--- src/design/json_string_unescape_top_defines.svh ---
// ----------------------------------------------------------------------------
// JSON string unescape: assertion macros
// Concurrent assertion wrappers shared by the RTL; define ASSERT_OFF to drop
// them from a build.
// ----------------------------------------------------------------------------
`ifndef JSON_STRING_UNESCAPE_TOP_DEFINES_SVH
`define JSON_STRING_UNESCAPE_TOP_DEFINES_SVH
`ifndef ASSERT_OFF
// Property that must hold at every clock edge outside reset.
`define JSU_ASSERT_HOLDS(lbl, clk, rst_n, prop, msg) \
  lbl: assert property (@(posedge clk) disable iff (!rst_n) prop) else $error(msg);
// Antecedent in one cycle implies consequent in the next.
`define JSU_ASSERT_NEXT(lbl, clk, rst_n, ante, cons, msg) \
  lbl: assert property (@(posedge clk) disable iff (!rst_n) ante |=> cons) else $error(msg);
`else
`define JSU_ASSERT_HOLDS(lbl, clk, rst_n, prop, msg)
`define JSU_ASSERT_NEXT(lbl, clk, rst_n, ante, cons, msg)
`endif
`endif

--- src/design/jsu_pkg.sv ---
// ----------------------------------------------------------------------------
// JSON string unescape: shared package
// Character codes, UTF-8 constants, the result group type and the small
// per-byte helper functions.
// ----------------------------------------------------------------------------
`default_nettype none

package jsu_pkg;

  localparam logic [7:0] CH_BACKSLASH = 8'h5C;
  localparam logic [7:0] CH_LOWER_U   = 8'h75;
  localparam logic [7:0] CH_LOWER_B   = 8'h62;
  localparam logic [7:0] CH_LOWER_F   = 8'h66;
  localparam logic [7:0] CH_LOWER_N   = 8'h6E;
  localparam logic [7:0] CH_LOWER_R   = 8'h72;
  localparam logic [7:0] CH_LOWER_T   = 8'h74;

  localparam logic [7:0] CTRL_BS = 8'h08;
  localparam logic [7:0] CTRL_FF = 8'h0C;
  localparam logic [7:0] CTRL_LF = 8'h0A;
  localparam logic [7:0] CTRL_CR = 8'h0D;
  localparam logic [7:0] CTRL_HT = 8'h09;

  localparam logic [7:0]  UTF8_LEAD2   = 8'hC0;
  localparam logic [7:0]  UTF8_LEAD3   = 8'hE0;
  localparam logic [7:0]  UTF8_CONT    = 8'h80;
  localparam logic [15:0] UTF8_LIM1    = 16'h0080;
  localparam logic [15:0] UTF8_LIM2    = 16'h0800;

  // Value returned by hex_value for a byte that is no hex digit.
  localparam logic [4:0] HEX_NONE = 5'd16;

  // Up to three decoded bytes produced by one input byte.
  typedef struct packed {
    logic [2:0][7:0] bytes;     // bytes[0] leaves first
    logic [1:0]      cnt;       // number of results, 0 for none
    logic            has_byte;  // 0 only for a bare end marker
    logic            last;      // group closes the string
  } jsu_group_t;

  function automatic logic [7:0] simple_escape(input logic [7:0] c);
    logic [7:0] r;
    case (c)
      CH_LOWER_B: r = CTRL_BS;
      CH_LOWER_F: r = CTRL_FF;
      CH_LOWER_N: r = CTRL_LF;
      CH_LOWER_R: r = CTRL_CR;
      CH_LOWER_T: r = CTRL_HT;
      default:    r = c;
    endcase
    return r;
  endfunction

  function automatic logic [4:0] hex_value(input logic [7:0] c);
    logic [4:0] r;
    if (c inside {[8'h30:8'h39]}) begin
      r = 5'(c - 8'h30);
    end else if (c inside {[8'h61:8'h66]}) begin
      r = 5'(c - 8'h57);
    end else if (c inside {[8'h41:8'h46]}) begin
      r = 5'(c - 8'h37);
    end else begin
      r = HEX_NONE;
    end
    return r;
  endfunction

endpackage

`default_nettype wire

--- src/design/json_string_unescape_top.sv ---
// ----------------------------------------------------------------------------
// JSON string unescape: top level
// Streaming decoder for the body of one JSON string, one raw byte in and
// one decoded byte out per transfer.
// ----------------------------------------------------------------------------
// Usage:
//   Input channel (in_valid / in_stall): one raw string byte per transfer,
//   in_last on the byte just before the closing quote.
//   Result channel (out_valid / out_stall): one decoded byte per transfer,
//   out_has_byte low only on a bare end marker, out_last on the final result.
//   The first result of a byte is offered in the cycle after its input
//   transfer. Throughput: one input byte per cycle while each byte completes
//   at most one result and the receiver does not stall; a byte that completes
//   more results (a \uXXXX escape gives up to three) holds the input while the
//   single result group register drains them, one byte per unstalled cycle.
//   Reset: synchronous, active low; returns to normal mode and empties the
//   result register. The input is taken again in the cycle after reset.
//   Receiver stall: the result held steady; the input is stalled once the
//   group register cannot drain in the same cycle, so no byte is lost.
// ----------------------------------------------------------------------------
`default_nettype none

`include "json_string_unescape_top_defines.svh"

module json_string_unescape_top (
  input  wire logic       clk,
  input  wire logic       rst_n,
  input  wire logic       in_valid,
  output logic            in_stall,
  input  wire logic [7:0] in_byte,
  input  wire logic       in_last,
  output logic            out_valid,
  input  wire logic       out_stall,
  output logic [7:0]      out_byte,
  output logic            out_has_byte,
  output logic            out_last
);

  jsu_pkg::jsu_group_t dec_grp;
  jsu_pkg::jsu_group_t grp_r, grp_nxt;
  logic                grp_valid_r, grp_valid_nxt;

  logic in_xfer;
  logic out_xfer;
  logic draining;

  // Decode each accepted byte; the decoder advances its state on transfer.
  jsu_decode u_decode (
    .clk     (clk),
    .rst_n   (rst_n),
    .accept  (in_xfer),
    .in_byte (in_byte),
    .in_last (in_last),
    .grp     (dec_grp)
  );

  // The group register frees up when its final byte leaves this cycle.
  assign out_xfer = grp_valid_r && !out_stall;
  assign draining = out_xfer && (grp_r.cnt == 2'd1);
  assign in_stall = grp_valid_r && !draining;
  assign in_xfer  = in_valid && !in_stall;

  always_comb begin
    grp_nxt       = grp_r;
    grp_valid_nxt = grp_valid_r;
    if (in_xfer && dec_grp.cnt != 2'd0) begin
      // load a fresh group; a byte that completes nothing leaves no trace
      grp_nxt       = dec_grp;
      grp_valid_nxt = 1'b1;
    end else if (out_xfer) begin
      if (grp_r.cnt == 2'd1) begin
        grp_valid_nxt = 1'b0;
      end else begin
        // advance the next byte to the head
        grp_nxt.bytes = {8'h00, grp_r.bytes[2], grp_r.bytes[1]};
        grp_nxt.cnt   = grp_r.cnt - 2'd1;
      end
    end
  end

  always_ff @(posedge clk) begin
    if (!rst_n) begin
      grp_valid_r <= 1'b0;
    end else begin
      grp_valid_r <= grp_valid_nxt;
    end
  end

  // Payload: no reset needed, only read while grp_valid_r is set.
  always_ff @(posedge clk) begin
    grp_r <= grp_nxt;
  end

  assign out_valid    = grp_valid_r;
  assign out_byte     = grp_r.bytes[0];
  assign out_has_byte = grp_r.has_byte;
  assign out_last     = grp_r.last && (grp_r.cnt == 2'd1);

  // Input is only held back while a group is waiting.
  `JSU_ASSERT_HOLDS(a_stall_needs_group, clk, rst_n,
                    !grp_valid_r |-> !in_stall, "in_stall without a pending group")
  // A pending group always carries at least one result.
  `JSU_ASSERT_HOLDS(a_group_nonempty, clk, rst_n,
                    grp_valid_r |-> grp_r.cnt != 2'd0, "empty group held")
  // A bare end marker only ever closes a string.
  `JSU_ASSERT_HOLDS(a_marker_is_last, clk, rst_n,
                    out_valid && !out_has_byte |-> out_last, "end marker not last")
  // Remaining bytes of a group follow without a gap.
  `JSU_ASSERT_NEXT(a_group_continues, clk, rst_n,
                   out_xfer && grp_r.cnt != 2'd1, out_valid, "group lost mid-drain")

endmodule

`default_nettype wire

--- src/design/jsu_decode.sv ---
// ----------------------------------------------------------------------------
// JSON string unescape: byte decoder
// Holds the escape state and turns each accepted byte into a group of zero
// to three decoded bytes in one pass of logic.
// ----------------------------------------------------------------------------
`default_nettype none

module jsu_decode (
  input  wire logic               clk,
  input  wire logic               rst_n,
  input  wire logic               accept,
  input  wire logic [7:0]         in_byte,
  input  wire logic               in_last,
  output jsu_pkg::jsu_group_t     grp
);

  typedef enum logic [2:0] {
    MODE_NORMAL = 3'd0,
    MODE_ESC    = 3'd1,
    MODE_HEX0   = 3'd2,
    MODE_HEX1   = 3'd3,
    MODE_HEX2   = 3'd4,
    MODE_HEX3   = 3'd5
  } mode_t;

  mode_t       mode_r, mode_nxt;
  logic [15:0] cp_r, cp_nxt;
  logic        stop_r, stop_nxt;
  logic [7:0]  held_r [3];
  logic [7:0]  held_nxt [3];

  logic [7:0]  res [3];
  logic [1:0]  n;
  logic [1:0]  j;
  logic [4:0]  hv;
  logic [7:0]  buf0, buf1;

  assign hv   = jsu_pkg::hex_value(in_byte);
  assign j    = 2'(mode_r - MODE_HEX0);
  // gathered bytes with the current byte in the slot it would fill
  assign buf0 = (j == 2'd0) ? in_byte : held_r[0];
  assign buf1 = (j == 2'd1) ? in_byte : held_r[1];

  always_comb begin
    mode_nxt = mode_r;
    cp_nxt   = cp_r;
    stop_nxt = stop_r;
    held_nxt = held_r;
    res      = '{default: 8'h00};
    n        = 2'd0;
    case (mode_r)
      MODE_ESC: begin
        mode_nxt = MODE_NORMAL;
        if (in_byte == jsu_pkg::CH_LOWER_U) begin
          if (!in_last) begin
            mode_nxt = MODE_HEX0;
            cp_nxt   = '0;
            stop_nxt = 1'b0;
          end
        end else begin
          res[0] = jsu_pkg::simple_escape(in_byte);
          n      = 2'd1;
        end
      end
      MODE_HEX0, MODE_HEX1, MODE_HEX2, MODE_HEX3: begin
        if (!stop_r) begin
          if (hv != jsu_pkg::HEX_NONE) begin
            cp_nxt = {cp_r[11:0], hv[3:0]};
          end else begin
            stop_nxt = 1'b1;
          end
        end
        if (j == 2'd3) begin
          mode_nxt = MODE_NORMAL;
          if (cp_nxt < jsu_pkg::UTF8_LIM1) begin
            res[0] = cp_nxt[7:0];
            n      = 2'd1;
          end else if (cp_nxt < jsu_pkg::UTF8_LIM2) begin
            res[0] = jsu_pkg::UTF8_LEAD2 | {3'b000, cp_nxt[10:6]};
            res[1] = jsu_pkg::UTF8_CONT  | {2'b00, cp_nxt[5:0]};
            n      = 2'd2;
          end else begin
            res[0] = jsu_pkg::UTF8_LEAD3 | {4'b0000, cp_nxt[15:12]};
            res[1] = jsu_pkg::UTF8_CONT  | {2'b00, cp_nxt[11:6]};
            res[2] = jsu_pkg::UTF8_CONT  | {2'b00, cp_nxt[5:0]};
            n      = 2'd3;
          end
        end else if (in_last) begin
          // short \u at end: drop the 'u', decode the gathered bytes as body
          mode_nxt = MODE_NORMAL;
          case (j)
            2'd0: begin
              res[0] = buf0;
              n      = 2'd1;
            end
            2'd1: begin
              if (buf0 == jsu_pkg::CH_BACKSLASH) begin
                if (buf1 != jsu_pkg::CH_LOWER_U) begin
                  res[0] = jsu_pkg::simple_escape(buf1);
                  n      = 2'd1;
                end
              end else begin
                res[0] = buf0;
                res[1] = buf1;
                n      = 2'd2;
              end
            end
            default: begin
              if (buf0 == jsu_pkg::CH_BACKSLASH) begin
                if (buf1 != jsu_pkg::CH_LOWER_U) begin
                  res[0] = jsu_pkg::simple_escape(buf1);
                  res[1] = in_byte;
                  n      = 2'd2;
                end else begin
                  res[0] = in_byte;
                  n      = 2'd1;
                end
              end else if (buf1 == jsu_pkg::CH_BACKSLASH) begin
                res[0] = buf0;
                if (in_byte != jsu_pkg::CH_LOWER_U) begin
                  res[1] = jsu_pkg::simple_escape(in_byte);
                  n      = 2'd2;
                end else begin
                  n      = 2'd1;
                end
              end else begin
                res[0] = buf0;
                res[1] = buf1;
                res[2] = in_byte;
                n      = 2'd3;
              end
            end
          endcase
        end else begin
          held_nxt[j] = in_byte;
          mode_nxt    = mode_t'(mode_r + 3'd1);
        end
      end
      default: begin
        mode_nxt = MODE_NORMAL;
        if (in_byte == jsu_pkg::CH_BACKSLASH && !in_last) begin
          mode_nxt = MODE_ESC;
        end else begin
          res[0] = in_byte;
          n      = 2'd1;
        end
      end
    endcase
    if (in_last) begin
      mode_nxt = MODE_NORMAL;
    end
  end

  // last byte with nothing decoded still yields a bare end marker
  always_comb begin
    grp.bytes    = {res[2], res[1], res[0]};
    grp.cnt      = n;
    grp.has_byte = 1'b1;
    grp.last     = in_last;
    if (in_last && n == 2'd0) begin
      grp.cnt      = 2'd1;
      grp.has_byte = 1'b0;
    end
  end

  always_ff @(posedge clk) begin
    if (!rst_n) begin
      mode_r <= MODE_NORMAL;
      cp_r   <= '0;
      stop_r <= 1'b0;
    end else if (accept) begin
      mode_r <= mode_nxt;
      cp_r   <= cp_nxt;
      stop_r <= stop_nxt;
      held_r <= held_nxt;
    end
  end

endmodule

`default_nettype wire
--- config.mk ---
export PLATFORM = sky130hd
export DESIGN_NAME = json_string_unescape_top
export DESIGN_NICKNAME = d
export VERILOG_FILES = /design/src/design/jsu_pkg.sv /design/src/design/json_string_unescape_top.sv /design/src/design/jsu_decode.sv
export VERILOG_INCLUDE_DIRS = /design/src /design/src/design
export SDC_FILE = /design/constraint.sdc
export NUM_CORES = 1
export LEC_CHECK = 0
export ABC_AREA = 1
export ABC_CLOCK_PERIOD_IN_PS = 11100
export BUFFER_PORTS_ARGS = -buffer_cell sky130_fd_sc_hd__buf_2
export CAP_MARGIN = 20
export CELL_PAD_IN_SITES_DETAIL_PLACEMENT = 1
export CELL_PAD_IN_SITES_GLOBAL_PLACEMENT = 1
export CORE_MARGIN = 2
export CORE_UTILIZATION = 47
export CTS_BUF_LIST = sky130_fd_sc_hd__clkbuf_8 sky130_fd_sc_hd__clkbuf_16
export CTS_CLUSTER_DIAMETER = 150
export DETAILED_ROUTE_END_ITERATION = 8
export PLACE_DENSITY = 0.82
export SYNTH_ARGS = -nofsm -noshare
export SYNTH_HDL_FRONTEND = slang
export SYNTH_HIERARCHICAL = 1
export SYNTH_SLANG_ARGS = --single-unit
--- constraint.sdc ---
create_clock -name clk -period 11.1 [get_ports clk]
set_input_delay 1.665 -clock clk [delete_from_list [all_inputs] [get_ports clk]]
set_output_delay 1.665 -clock clk [all_outputs]
set_load 0.05 [all_outputs]
; After elaboration in Yosys (flattened, before gate mapping)
; Index checks and enable logic that the tools add are counted.
[word_totals]
ff_bits = 73
latchBits = 0
out_inout_bits = 12
wordCells = 158
memories = 0
mem_bits_ro = 0
ramBits = 0
[classes]
eq_ne = 28
div_mod_pow = 0
shift = 0
mul = 0
n_reduce_logical = 28
n_bitwise = 3
n_lt_le_gt_ge = 10
muxes = 70
add_sub_neg = 6
[op_table]
columns = op, count
row1 = 8-bit 2-to-1 mux, 17
row2 = 16-bit 2-to-1 mux, 8
row3 = "8-bit by 7-bit equality test with 1-bit output, second input constant", 14
row4 = 8-bit one-hot mux with 5 select lines, 2
row5 = 26-bit 2-to-1 mux, 3
row6 = 24-bit 2-to-1 mux, 2
row7 = 8-bit one-hot mux with 2 select lines, 3
row8 = 16-bit one-hot mux with 2 select lines, 1
row9 = 24-bit bitwise mux, 1
row10 = 2-bit 2-to-1 mux, 9
row11 = 8-bit demux with 2-bit select, 1
row12 = "8-bit by 7-bit >= comparator with 1-bit output, second input constant", 2
row13 = "8-bit by 7-bit <= comparator with 1-bit output, second input constant", 2
row14 = "16-bit by 12-bit less-than comparator with 1-bit output, second input constant", 1
row15 = "16-bit by 8-bit less-than comparator with 1-bit output, second input constant", 1
row16 = "8-bit by 7-bit inequality test with 1-bit output, second input constant", 2
row17 = 5-bit 2-to-1 mux, 3
row18 = "5-bit subtractor, second input constant", 3
row19 = 14-bit 2-to-1 mux, 1
row20 = 1-bit logical AND, 12
row21 = 1-bit 2-to-1 mux, 12
row22 = 3-bit 2-to-1 mux, 3
row23 = "8-bit by 6-bit >= comparator with 1-bit output, second input constant", 1
row24 = "8-bit by 6-bit <= comparator with 1-bit output, second input constant", 1
row25 = other kinds (26), 40

; Depth between registers and ports, before layout
[depth]
depth_word = 21
ltp_mapped = 23
mapped_depth_nobuf = 22

; Hierarchy
; The synthesis kept the hierarchy.
[modules_own_cells]
columns = mod, cells_per_inst, seq_area_each_um2, n_inst, area_each_um2
row1 = jsu_decode, 688, 880.8, 1, 3917.5
row2 = json_string_unescape_top, 137, 860.8, 1, 1416.4

; Worst setup path after synthesis
; Ideal clock, no wire load.
[synth_path]
path_type = in2reg
from = input in_byte[1]
to = register grp_r[12] (netlist bit), enable pin
t_arrival_ns = 4.667
setup_time_ns = 0.586
path_buffers = 2
t_required_ns = 10.514
slack_ns = 5.848
stages = 21
cell_sequence = inv_1 ha_1 nand2_1 nand3_1 nand2_2 nand2_2 buf_6 nand3b_2 nand2_2 nand2_2 nor2_8 nand2_4 clkinv_4 nand3_1 a21oi_1 nand2_1 inv_1 nand2_4 nand3_4 buf_6 o21ai_0
[synth_rtl]
columns = element, line_no
row1 = "start, declared", json_string_unescape_top.sv:30  ; input wire logic [7:0] in_byte,
row2 = "end signal, assigned", json_string_unescape_top.sv:91  ; grp_r <= grp_nxt;
row3 = "end, declared", json_string_unescape_top.sv:40  ; jsu_pkg::jsu_group_t grp_r, grp_nxt;

==> impl_results.md <==
* GP Congestion at 0.956
* Number of fillers in the final layout at 1519
* YS warnings at 6
* Clk slew on worst S/H paths at 0.06 ns
* Sequential area share after synthesis at 0.327
* Residual DRC count at 0
* Core Rows at 38
* Async set-reset flop share out of synthesis at 0
* Final hold viol count at 0
* Worst endpoint data arrival time at 5.55 ns
* Max Fclk at 0.181 GHz
* Fin area at 5730 um^2
* Post-synthesis net count at 844
* Fin Setup TNS at 0 ns
* Finish-stage setup viols at 0
* Die Y at 111 um
* Post-synth EDFFs at 44
* Avg Inst Size Synth at 6.47 um^2
* Cell taking the most area after synthesis: edfxtp_1
* Worst r2r dst: grp_r[23]$_SDFFCE_PN0P_
* Initial antenna violation count at 0
* Vias at 5713
* Worst-margin pin slew at 0.926 ns
* Vias per cell at 5.91
* Register-to-register setup slack at 6.16 ns
* Worst setup path start: in_byte[0]
* CTS max path bufs at 2
* Status: complete, no violations
* Largest net degree at the start of global routing at 31
* RSZ-0062 raised after global routing: false
* Setup repair bufs after CTS at 0
* Post-DRT Antenna Nets at 0
* Crit-path max FO at 28
* Drt first pass iters at 5
* Top_reg_cell synth: edfxtp_1
* DR WL/cell at 19.8 um
* Drt first-iter violations at 542
* Top cells by area, synth: edfxtp_1 (25%), nand2_1 (19%), dfxtp_1 (7.9%)
* Top-area cell type share of the netlist area at 0.248
* Non-Filler Instances at 967
* CTS tree: yes
* Min-delay worst type: register to register
* Cell Count Post-Placement at 949
* Worst Path Required at 11.14 ns
* CP Capture Type: register
* Most common cell in the netlist: nand2_1
* Mapped Area at 5330 um^2
* PortBufs at 24
* Clock network power share at 0.440
* Skew final at 0.00786 ns
* Peak VDD IR at 0.0698 mV
* Synthesized instance count at 825
* First-pass GRT wire length at 30700 um
* Startpoint types: input port
* I/O pin total at 25
* GRT overflow at 0
* Clk root buf: clkbuf_16
* WS Path Type: input port to register
* Number of global-route vias before repair at 5681
* Crit path capture: grp_r[23]$_SDFFCE_PN0P_
* Reg power frac at 0.411
* Power per Cell Area at 117 nW/um^2
* Area grow syn2layout at 7.37%
* Post-DP HPWL at 14100 um
* Seq cells post-synth at 65
* Min Tclk post-route at 5.51 ns
* P_leak at 2.63 nW
* Share of cells above drive strength 1 at 0.125
* All-Layer GR Usage at 0.315
* Worst reg2reg startpoint: u_decode/mode_r[0]$_SDFFE_PN0P_
* Worst reg2reg path depth at 19
* H-tree levels at 3
* Fin nets at 841
* Area post-placement at 5400 um^2
* Die area at 12200 um^2
* Sw Ratio at 0.296
* Tcrit/Tclk final at 0.496
* Slew Viols, Final at 0
* Core area at 10900 um^2
* Cts bufs inserted at 9
* CTS sink count at 65
* Cells resized by post-CTS repair at 0
* CTS hold repair buffers at 0
* Netlist cell types at 42
* Max Cap Violations at 0
* Die width at 111 um
* Synth top cells by count: nand2_1 (265), inv_1 (92), nand3_1 (84)
* Switching power total at 198 uW
* Detailed Route WL at 19200 um
* Initial core utilization at 0.488
* Diode count at 0
* Internal at 471 uW
* Gate power share at 0.148
* Worst-skew pair later-pin latency at 0.34 ns
* Slew margin rel. at 0.381
[flip-flops by register name (all words and copies together) (netlist names)]
name and count:
u_decode/mode_r 3, u_decode/stop_r 1, out_byte 8, u_decode/held_r 16
u_decode/cp_r 16, grp_r 19, out_valid 1, out_has_byte 1
[worst min-delay path by stage]
stage,from,to,depth (start not counted)
floorplan,u_decode/cp_r[11]$_SDFFE_PN0P_,u_decode/cp_r[11]$_SDFFE_PN0P_,2
global placement,u_decode/cp_r[14]$_SDFFE_PN0P_,u_decode/cp_r[14]$_SDFFE_PN0P_,2
detailed placement,u_decode/cp_r[15]$_SDFFE_PN0P_,u_decode/cp_r[15]$_SDFFE_PN0P_,2
CTS,u_decode/cp_r[15]$_SDFFE_PN0P_,u_decode/cp_r[15]$_SDFFE_PN0P_,2
global route,u_decode/cp_r[15]$_SDFFE_PN0P_,u_decode/cp_r[15]$_SDFFE_PN0P_,2
finish,u_decode/cp_r[15]$_SDFFE_PN0P_,u_decode/cp_r[15]$_SDFFE_PN0P_,2
[worst max-delay path: stages]
cell and delay [ns]:
buf_2 0.22, inv_1 0.18, ha_1 0.29, nand2_1 0.09
nand3_1 0.08, nand2_2 0.14, nand2_2 0.19, nand2_2 0.29
nand2_1 0.16, nand2_2 0.12, nand2_2 0.10, nor2_8 0.18
nand2_4 0.14, nor2_8 0.16, nand2_4 0.08, nand3_2 0.08
nand2_2 0.06, nand2_1 0.12, inv_1 0.08, nand2_4 0.17
nand3_4 0.32, o21ai_2 0.36, buf_8 0.25
[metal layers]
layer	vias up	share of wire	routed length (um)	GRT usage
met3	42	0.067	1280	0.0423
met1	2760	0.44	8390	0.429
met5	-	0	0	0
met2	238	0.47	9030	0.517
met4	0	0.024	453	0.0992
li1	2673	-	-	-
[placed cells by master, fill, tap and decap left out, drive strengths merged, types with 4 or more instances in the layout]
cell | Yosys | layout
clkinv | 3 | 6
nor3 | 13 | 13
o21a | 4 | 4
clkbuf | 8 | 10
nand2 | 283 | 283
o211ai | 4 | 4
a21oi | 47 | 47
edfxtp | 44 | 44
inv | 103 | 105
buf | 36 | 29
ha | 6 | 6
nand3b | 4 | 4
nor2 | 76 | 76
o21ai | 42 | 42
nand3 | 88 | 88
nand4 | 26 | 26
o22ai | 7 | 7
dfxtp | 21 | 21
[final cells by class]
class	instances	area [um^2]	area share
multi-input combinational	610	2930	0.512
sequential	65	1740	0.304
inverter	106	403	0.0704
clock buffer	9	225	0.0393
tap	140	175	0.0306
timing repair buffer	30	170	0.0297
clock inverter	7	77.6	0.0135
[metrics by stage]
stage / hold WS [ns] / setup WS, ns / util / total power [mW]
after floorplan: 0.444 / 5.85 / - / 0.354
after global placement: 0.454 / 5.52 / 0.494 / 0.371
after detailed placement: 0.460 / 5.15 / 0.494 / 0.377
after CTS: 0.469 / 5.47 / 0.522 / 0.669
after global routing: 0.496 / 5.23 / 0.524 / 0.691
final: 0.466 / 5.59 / 0.524 / 0.668
[power groups by stage]
stage	logic, mW	registers (mW)	clock network [mW]
floorplan	0.0735	0.281	0
global placement	0.0914	0.280	0
detailed placement	0.0959	0.281	0
CTS	0.0970	0.276	0.297
global route	0.107	0.276	0.308
finish	0.0990	0.275	0.294
[kinds of logic after synthesis]
family,Yosys count,synth area share
simple gates,495,0.424
buf+inv,150,0.124
compound gates,109,0.111
flops,65,0.327
fa+ha+maj,6,0.0141
Power figures use the tool's default switching activity.
